File: config.mk
export PLATFORM = sky130hd
export DESIGN_NAME = first_fit_block_allocator
export DESIGN_NICKNAME = d
export VERILOG_FILES = /design/src/ffa_pkg.sv /design/src/first_fit_block_allocator.sv /design/src/ffa_table.sv
export VERILOG_INCLUDE_DIRS = /design/src /design/src/src
export SDC_FILE = /design/constraint.sdc
export NUM_CORES = 2
export LEC_CHECK = 0
export BUFFER_PORTS_ARGS = -buffer_cell sky130_fd_sc_hd__buf_2
export CAP_MARGIN = 20
export CORE_ASPECT_RATIO = 0.75
export CORE_MARGIN = 1
export CORE_UTILIZATION = 63
export CTS_BUF_LIST = sky130_fd_sc_hd__clkbuf_16
export DETAILED_ROUTE_END_ITERATION = 8
export PLACE_DENSITY = 0.82
export SYNTH_ARGS = -nofsm -noshare
export SYNTH_HDL_FRONTEND = slang
export SYNTH_SLANG_ARGS = --single-unit
File: constraint.sdc
create_clock -name clk -period 11.8 [get_ports clk]
set_input_delay 2.36 -clock clk [delete_from_list [all_inputs] [get_ports clk]]
set_output_delay 2.36 -clock clk [all_outputs]
set_load 0.03 [all_outputs]
File: src/first_fit_block_allocator_defines.svh
// Assertion macros for the first-fit block allocator.
// Depends on nothing; included by the top level.
`ifndef FIRST_FIT_BLOCK_ALLOCATOR_DEFINES_SVH
`define FIRST_FIT_BLOCK_ALLOCATOR_DEFINES_SVH
`ifndef NO_ASSERTIONS
`define FFA_ASSERT_IMP(label, a, c) \
  label: assert property (@(posedge clk) disable iff (!rst_n) (a) |-> (c)) \
    else $error("assertion failed");
`define FFA_ASSERT_NXT(label, a, c) \
  label: assert property (@(posedge clk) disable iff (!rst_n) (a) |=> (c)) \
    else $error("assertion failed");
`else
`define FFA_ASSERT_IMP(label, a, c)
`define FFA_ASSERT_NXT(label, a, c)
`endif
`endif

File: src/ffa_pkg.sv
// Shared types and codes for the first-fit block allocator.
// No dependencies.
package ffa_pkg;
  localparam logic OP_ALLOC = 1'b0;
  localparam logic OP_FREE  = 1'b1;
  localparam logic [1:0] ST_OK      = 2'd0;
  localparam logic [1:0] ST_OOM     = 2'd1;
  localparam logic [1:0] ST_ZERO    = 2'd2;
  localparam logic [1:0] ST_UNKNOWN = 2'd3;
  localparam int SIZE_W = 21;
  localparam int OFF_W  = 20;
  localparam int CFG_ARENA_LIMIT = 0;
  localparam logic [SIZE_W-1:0] ARENA_LIMIT_RST = 21'h100000;
endpackage

File: src/first_fit_block_allocator.sv
// First-fit block allocator, top level.
// Uses ffa_pkg, ffa_table and first_fit_block_allocator_defines.svh.
//
// Requests arrive on in_* (tuser = operation, tdata = request_bytes then
// payload_offset_in). One result per request leaves on out_* (tdata =
// payload_offset then status). arena_limit is written over cfg_* (addr 0).
// The table is one memory with a registered read; a sequencer walks it one
// entry at a time (read, then use). A split shifts entries up (read, then
// write each one), and a free that finds its block adds a merge pass over
// all entries (read, check, then an insert step). One request is walked at a time.
// The result is held in an output register, and the next request is
// taken while it waits; a stalled receiver holds the result, and the request
// behind it finishes its walk and then waits, which blocks new requests.
// Reset empties the table (count and break pointer to zero), no clearing
// pass is needed.
`include "first_fit_block_allocator_defines.svh"
module first_fit_block_allocator #(
  parameter int MAX_BLOCKS      = 64,
  parameter int ARENA_ADDR_BITS = 20,
  parameter int HEADER_BYTES    = 16,
  parameter int ALIGN_BYTES     = 8
) (
  input  logic        clk,
  input  logic        rst_n,
  input  logic        in_tvalid,
  output logic        in_tready,
  input  logic [47:0] in_tdata,   // request_bytes[20:0], payload_offset_in[40:21]
  input  logic        in_tuser,   // operation
  output logic        out_tvalid,
  input  logic        out_tready,
  output logic [23:0] out_tdata,  // payload_offset[19:0], status[21:20]
  input  logic        cfg_psel,
  input  logic        cfg_penable,
  input  logic        cfg_pwrite,
  input  logic [1:0]  cfg_paddr,
  input  logic [31:0] cfg_pwdata,
  output logic [31:0] cfg_prdata,
  output logic        cfg_pready
);
  import ffa_pkg::*;
  localparam int AW = (MAX_BLOCKS > 1) ? $clog2(MAX_BLOCKS) : 1;
  localparam int CW = $clog2(MAX_BLOCKS + 1);
  localparam int W  = 34;
  localparam logic [W-1:0] HDR = W'(HEADER_BYTES);
  localparam logic [W-1:0] ALN = W'(ALIGN_BYTES);
  localparam logic [W-1:0] CAP = W'(1) << ARENA_ADDR_BITS;
  localparam logic [CW-1:0] MAXC = CW'(MAX_BLOCKS);

  localparam logic [3:0] S_IDLE = 4'd0, S_RD = 4'd1, S_CHK = 4'd2,
    S_SHR = 4'd3, S_SHW = 4'd4, S_MRD = 4'd5, S_MCHK = 4'd6,
    S_OUT = 4'd7, S_RND = 4'd8, S_INS = 4'd9;

  logic [3:0] state_r, state_nxt;
  logic [SIZE_W-1:0] limit_r;
  logic [CW-1:0] count_r, count_nxt;
  logic [W-1:0]  brk_r, brk_nxt;
  logic          op_r;
  logic [SIZE_W-1:0] req_r;
  logic [OFF_W-1:0]  addr_r;
  logic [W-1:0]  asize_r, asize_nxt, start_r, start_nxt, sz_r, sz_nxt;
  logic [CW-1:0] i_r, i_nxt, k_r, k_nxt, w_r, w_nxt;
  logic          wfree_r, wfree_nxt;
  logic [SIZE_W-1:0] wsize_r, wsize_nxt;
  logic          ov_r, ov_nxt;
  logic [OFF_W-1:0] ooff_r, ooff_nxt;
  logic [1:0]    ost_r, ost_nxt;
  logic [OFF_W-1:0] res_off_r;
  logic [1:0]    res_st_r;

  logic we;
  logic [AW-1:0] waddr, raddr;
  logic [SIZE_W:0] wdata, rdata;
  logic [SIZE_W-1:0] rsz;
  logic rfree;

  ffa_table #(.DEPTH(MAX_BLOCKS), .AW(AW)) u_table (
    .clk, .we, .waddr, .wdata, .raddr, .rdata
  );
  assign rsz   = rdata[SIZE_W-1:0];
  assign rfree = rdata[SIZE_W];

  assign cfg_pready = 1'b1;
  assign cfg_prdata = {{(32-SIZE_W){1'b0}}, limit_r};
  always_ff @(posedge clk) begin
    if (!rst_n) limit_r <= ARENA_LIMIT_RST;
    else if (cfg_psel && cfg_penable && cfg_pwrite && cfg_paddr == 2'(CFG_ARENA_LIMIT*4))
      limit_r <= cfg_pwdata[SIZE_W-1:0];
  end

  assign in_tready  = rst_n && (state_r == S_IDLE);
  assign out_tvalid = ov_r;
  assign out_tdata  = {2'b00, res_st_r, res_off_r};

  logic [W-1:0] lim, sumb;
  assign lim  = ({13'b0, limit_r} < CAP) ? {13'b0, limit_r} : CAP;
  assign sumb = brk_r + HDR + asize_r;

  always_comb begin
    state_nxt = state_r; count_nxt = count_r; brk_nxt = brk_r;
    asize_nxt = asize_r; start_nxt = start_r; sz_nxt = sz_r;
    i_nxt = i_r; k_nxt = k_r; w_nxt = w_r; wfree_nxt = wfree_r; wsize_nxt = wsize_r;
    ov_nxt = ov_r; ooff_nxt = ooff_r; ost_nxt = ost_r;
    we = 1'b0; waddr = '0; wdata = '0; raddr = i_r[AW-1:0];
    if (ov_r && out_tready) ov_nxt = 1'b0;
    unique case (state_r)
      S_IDLE: if (in_tvalid && in_tready) begin
        state_nxt = S_RND; i_nxt = '0; start_nxt = '0;
      end
      S_RND: begin
        asize_nxt = (({13'b0, req_r} + ALN - W'(1)) / ALN) * ALN;
        if (op_r == OP_ALLOC && req_r == '0) begin
          ooff_nxt = '0; ost_nxt = ST_ZERO; state_nxt = S_OUT;
        end else state_nxt = S_RD;
      end
      S_RD: begin
        if (i_r >= count_r) begin
          state_nxt = S_OUT; ooff_nxt = '0;
          if (op_r == OP_FREE) ost_nxt = ST_UNKNOWN;
          else if (count_r >= MAXC || sumb > lim) ost_nxt = ST_OOM;
          else begin
            we = 1'b1; waddr = count_r[AW-1:0]; wdata = {1'b0, asize_r[SIZE_W-1:0]};
            count_nxt = count_r + CW'(1);
            ooff_nxt = OFF_W'(brk_r + HDR); ost_nxt = ST_OK;
            brk_nxt = {13'b0, sumb[SIZE_W-1:0]};
          end
        end else begin
          raddr = i_r[AW-1:0]; state_nxt = S_CHK;
        end
      end
      S_CHK: begin
        sz_nxt = {13'b0, rsz};
        if (op_r == OP_FREE) begin
          if (start_r + HDR == {14'b0, addr_r}) begin
            we = 1'b1; waddr = i_r[AW-1:0]; wdata = {1'b1, rsz};
            ooff_nxt = '0; ost_nxt = ST_OK;
            k_nxt = '0; w_nxt = '0; state_nxt = S_MRD;
          end else begin
            start_nxt = start_r + HDR + {13'b0, rsz};
            i_nxt = i_r + CW'(1); state_nxt = S_RD;
          end
        end else if (rfree && {13'b0, rsz} >= asize_r) begin
          ooff_nxt = OFF_W'(start_r + HDR); ost_nxt = ST_OK;
          we = 1'b1; waddr = i_r[AW-1:0];
          if ({13'b0, rsz} > asize_r + HDR + HDR + ALN && count_r < MAXC) begin
            wdata = {1'b0, asize_r[SIZE_W-1:0]};
            k_nxt = count_r; state_nxt = S_SHR;
          end else begin
            wdata = {1'b0, rsz}; state_nxt = S_OUT;
          end
        end else begin
          start_nxt = start_r + HDR + {13'b0, rsz};
          i_nxt = i_r + CW'(1); state_nxt = S_RD;
        end
      end
      S_SHR: begin
        if (k_r > i_r + CW'(1)) begin
          raddr = AW'(k_r - CW'(1)); state_nxt = S_SHW;
        end else begin
          we = 1'b1; waddr = AW'(i_r + CW'(1));
          wdata = {1'b1, SIZE_W'(sz_r - asize_r - HDR)};
          count_nxt = count_r + CW'(1); state_nxt = S_OUT;
        end
      end
      S_SHW: begin
        we = 1'b1; waddr = k_r[AW-1:0]; wdata = rdata;
        k_nxt = k_r - CW'(1); state_nxt = S_SHR;
      end
      S_MRD: begin
        if (k_r >= count_r) begin
          if (w_r != '0) begin
            we = 1'b1; waddr = AW'(w_r - CW'(1)); wdata = {wfree_r, wsize_r};
          end
          count_nxt = w_r; state_nxt = S_OUT;
        end else begin
          raddr = k_r[AW-1:0]; state_nxt = S_MCHK;
        end
      end
      S_MCHK: begin
        k_nxt = k_r + CW'(1); state_nxt = S_INS;
        if (w_r != '0 && wfree_r && rfree)
          wsize_nxt = SIZE_W'({13'b0, wsize_r} + HDR + {13'b0, rsz});
        else begin
          if (w_r != '0) begin
            we = 1'b1; waddr = AW'(w_r - CW'(1)); wdata = {wfree_r, wsize_r};
          end
          wfree_nxt = rfree; wsize_nxt = rsz; w_nxt = w_r + CW'(1);
        end
      end
      S_INS: state_nxt = S_MRD;
      S_OUT: if (!ov_r || out_tready) begin
        ov_nxt = 1'b1; state_nxt = S_IDLE;
      end
      default: state_nxt = S_IDLE;
    endcase
  end

  always_ff @(posedge clk) begin
    if (!rst_n) begin
      state_r <= S_IDLE; count_r <= '0; brk_r <= '0; ov_r <= 1'b0;
    end else begin
      state_r <= state_nxt; count_r <= count_nxt; brk_r <= brk_nxt; ov_r <= ov_nxt;
    end
  end

  always_ff @(posedge clk) begin
    if (in_tvalid && in_tready) begin
      op_r <= in_tuser; req_r <= in_tdata[20:0]; addr_r <= in_tdata[40:21];
    end
    if (state_r == S_OUT && (!ov_r || out_tready)) begin
      res_off_r <= ooff_r; res_st_r <= ost_r;
    end
    asize_r <= asize_nxt; start_r <= start_nxt; sz_r <= sz_nxt;
    i_r <= i_nxt; k_r <= k_nxt; w_r <= w_nxt;
    wfree_r <= wfree_nxt; wsize_r <= wsize_nxt;
    ooff_r <= ooff_nxt; ost_r <= ost_nxt;
  end

  `FFA_ASSERT_IMP(a_count_max, 1'b1, count_r <= MAXC)
  `FFA_ASSERT_IMP(a_no_accept_busy, state_r != S_IDLE, !in_tready)
  `FFA_ASSERT_NXT(a_out_hold, out_tvalid && !out_tready, out_tvalid && $stable(out_tdata))
  `FFA_ASSERT_IMP(a_off_zero, out_tvalid && res_st_r != ST_OK, res_off_r == '0)
endmodule

File: src/ffa_table.sv
// Block table memory: one synchronous-read array of size and free mark.
// Depends on ffa_pkg.
module ffa_table #(
  parameter int DEPTH = 64,
  parameter int AW    = 6
) (
  input  logic                      clk,
  input  logic                      we,
  input  logic [AW-1:0]             waddr,
  input  logic [ffa_pkg::SIZE_W:0]  wdata,
  input  logic [AW-1:0]             raddr,
  output logic [ffa_pkg::SIZE_W:0]  rdata
);
  import ffa_pkg::*;
  logic [SIZE_W:0] mem [DEPTH];
  always_ff @(posedge clk) begin
    if (we) mem[waddr] <= wdata;
    rdata <= mem[raddr];
  end
endmodule

==> results.json <==
{
  "min_period_ns": 8.85,
  "clock_skew_ns": 0.0384,
  "synth_xor_area_share_pct": 2.31,
  "ys.flop_type": "edfxtp_1",
  "yosys.area_share.adder_pct": 3.47,
  "synth_cells": 5530,
  "hpwl_mm": 128,
  "grt_usage_pct": 33.7,
  "postCtsHoldBufs": 0,
  "critical_path.endpoint": "u_table.mem[15][8]",
  "grt_pass1_vias": 46850,
  "grt_antenna_before_repair": 7,
  "via_count": 49529,
  "yosysMostFrequentCell": "edfxtp_1",
  "power_density_nw_per_um2": 215,
  "worst_pin_slew_ns": 1.49,
  "drive_gt1_share_pct": 12.5,
  "syn_area_per_cell_sq_um": 13.5,
  "synthTopCellsByArea": "edfxtp_1 (65%), mux2i_1 (5.1%), nand2_1 (3.6%)",
  "yosysUniqueCellTypes": 93,
  "peakVddDrop_mv": 0.166,
  "crit_type": "flop to flop",
  "r2r_end": "u_table.mem[15][8]",
  "syn_to_final_growth_pct": 10.8,
  "cts_sinks": 1684,
  "synth_common_cells": "edfxtp_1 (1611), nand2_1 (718), mux2i_1 (376), a21oi_1 (279), nand3_1 (250)",
  "whs_path_depth": 0,
  "routed_wl_mm": 204,
  "yosys.area_share.simple_pct": 9.92,
  "initial_core_util_pct": 64.0,
  "end_kind": "flop",
  "finalNetCount": 5982,
  "slew_violations": 0,
  "antenna_left": 0,
  "grt_pass1_wl_mm": 296,
  "status": "complete, but fails checks",
  "vias_per_cell": 6.73,
  "multi_input_area_sq_um": 23400,
  "reg2regPathDepth": 25,
  "p_leak_nw": 29.6,
  "cp_data_required_time_ns": 12.30,
  "ys_ff_latch": 1684,
  "numCtsBuffers": 157,
  "synth_edf_count": 1611,
  "syn_area_sq_um": 74500,
  "r2r_slack_ns": 2.95,
  "post_cts_buffers": 0,
  "drt_first_pass_iters": 8,
  "clock_latency_ns": 0.80,
  "tns_ns": 0,
  "ios": 149,
  "wire_per_inst_microns": 27.7,
  "synthMuxAreaShare_pct": 6.73,
  "grt_max_degree": 170,
  "ys_seq_area_share_pct": 66.9,
  "die-area_sq_um": 120000,
  "register_area_sq_um": 49800,
  "portBuffers": 116,
  "ys_warn_count": 0,
  "die_w_microns": 399,
  "final_design_area_no_fill_sq_um": 82600,
  "clk_pin_slew_worst_paths_ns": 0.06,
  "coreArea_sq_um": 116000,
  "start_kind": "flop",
  "htreeDepth": 4,
  "max_freq_mhz": 113,
  "drc": 0,
  "place_area_sq_um": 77400,
  "synth_top_family_by_area": "simple AND/OR/NAND/NOR gates",
  "cp.arrival_ns": 9.35,
  "synth-compound-area-share_pct": 8.34,
  "finalCritPeriodShare_pct": 75.0,
  "cp_max_fo": 15,
  "fp.dieH_microns": 300,
  "row_count": 108,
  "hold_class": "flop to flop",
  "cts_tree": "yes",
  "synth.top_cell.area_share_pct": 64.9,
  "setup_viol": 0,
  "maxSlewHeadroom_pct": 0.359,
  "maxCapViolCount": 1,
  "cp-startpoint": "brk_r[6]",
  "violations": "max-capacitance violations",
  "gr-total-overflow": 0,
  "timing.rr.start": "brk_r[6]",
  "cts_root_buf": "clkbuf_16",
  "finalHoldViolCount": 0,
  "clock_path_buffers": 3,
  "yosys.area.top_type": "edfxtp_1",
  "async_flop_share_pct": 0,
  "postCtsResizedCells": 0,
  "gp_congestion": 0.949,
  "n_fill_cell": 7372,
  "drt_iter0_drc": 7649,
  "grt_setup_unrepaired": "false"
}
==> state kept, by name (all words and copies together), names as in the netlist, 2 cells and up <==
signal and cells:
ooff_r 20, count_r 7, res_off_r 20, k_r 7, addr_r 20, sz_r 21
w_r 7, wsize_r 21, state_r 4, limit_r 21, start_r 34, i_r 7
asize_r 19, u_table.mem 1408, req_r 21, u_table.rdata 22, brk_r 18, ost_r 2
res_st_r 2
==> how the worst min path moves through the flow <==
stage                           from             to  slack (ns)
after detailed placement   ooff_r[6]   res_off_r[6]        0.41
final                      ooff_r[6]   res_off_r[6]        0.42
after global routing       ooff_r[5]   res_off_r[5]        0.42
after global placement    ooff_r[18]  res_off_r[18]        0.40
after CTS                  ooff_r[5]   res_off_r[5]        0.42
after floorplan            ooff_r[0]   res_off_r[0]        0.40
==> worst max-delay path, stage by stage (launching register included) <==
cell and delay [ns]:
dfxtp_1 0.44, nand3_1 0.19, inv_1 0.11, and3_1 0.17
xor2_1 0.34, ha_1 0.37, a211o_1 0.34, o2111ai_1 0.26
a21boi_0 0.16, o21ai_0 0.30, a21boi_0 0.19, o41ai_1 0.53
o21ai_0 0.34, xor2_1 0.23, ha_1 0.34, o21a_1 0.13
o32a_1 0.17, nand2b_1 0.06, o2bb2ai_1 0.43, or3_1 0.25
nor4_2 0.06, buf_4 0.24, a221oi_2 0.97, nand3_1 0.79
nor2_2 0.88, buf_6 0.26
==> per-layer routing <==
layer	GRT usage, %	vias up	wire (microns)
met4	12.2	6	6950
met1	49.6	24177	79800
met2	46.5	3476	86100
met3	11.9	480	30800
li1	-	21390	-
met5	0	-	203
==> power breakdown <==
group          switching [mW]  total, mW  leakage [nW]  internal (mW)
clock                    2.23       4.95          2.54           2.72
sequential              0.352       7.41          15.3           7.06
combinational            3.59       5.37          11.8           1.78
total                    6.16       17.7          29.6           11.6
==> cell usage in the layout (no fill, tap or decap), types with 111 or more instances in the layout <==
cell,synthesis,routed
a21oi_1,279,278
buf_2,14,118
buf_4,18,143
clkbuf_16,0,162
edfxtp_1,1611,1611
ha_1,202,202
inv_1,124,158
mux2_2,111,111
mux2i_1,376,376
nand2_1,718,710
nand3_1,250,245
nor2_1,232,175
o21ai_0,113,111
o22ai_1,147,147
==> per-stage QoR <==
| step | power [mW] | utilization [%] | hold slack, ns | setup WS [ns] | cells |
|---|---|---|---|---|---|
| 2_1_floorplan | 10.8 | - | 0.400 | 3.17 | 5542 |
| 3_3_place_gp | 12.5 | 66.4 | 0.405 | 3.30 | 7042 |
| 3_5_place_dp | 12.6 | 66.5 | 0.405 | 3.36 | 7052 |
| 4_1_cts | 17.5 | 70.7 | 0.420 | 3.28 | 7336 |
| 5_1_grt | 18.3 | 70.9 | 0.424 | 2.72 | 7352 |
| 6_report | 17.7 | 70.9 | 0.423 | 2.95 | 7356 |
==> cell type report <==
cell class / count / area share, %
clock inverters: 123 / 1.13
flip-flops and latches: 1684 / 60.4
diodes: 4 / 0.0121
inverters: 128 / 0.582
multi-input cells: 3433 / 28.3
clock buffers: 161 / 4.88
repair buffers: 283 / 2.40
well taps: 1540 / 2.33
==> cell families after synthesis <==
family | Yosys count
simple gates | 1596
mux | 487
compound gates | 941
xor+xnor | 190
flops | 1684
buf+inv | 425
other cells | 2
fa+ha+maj | 205
No activity file was read; power rests on OpenSTA's default activity.
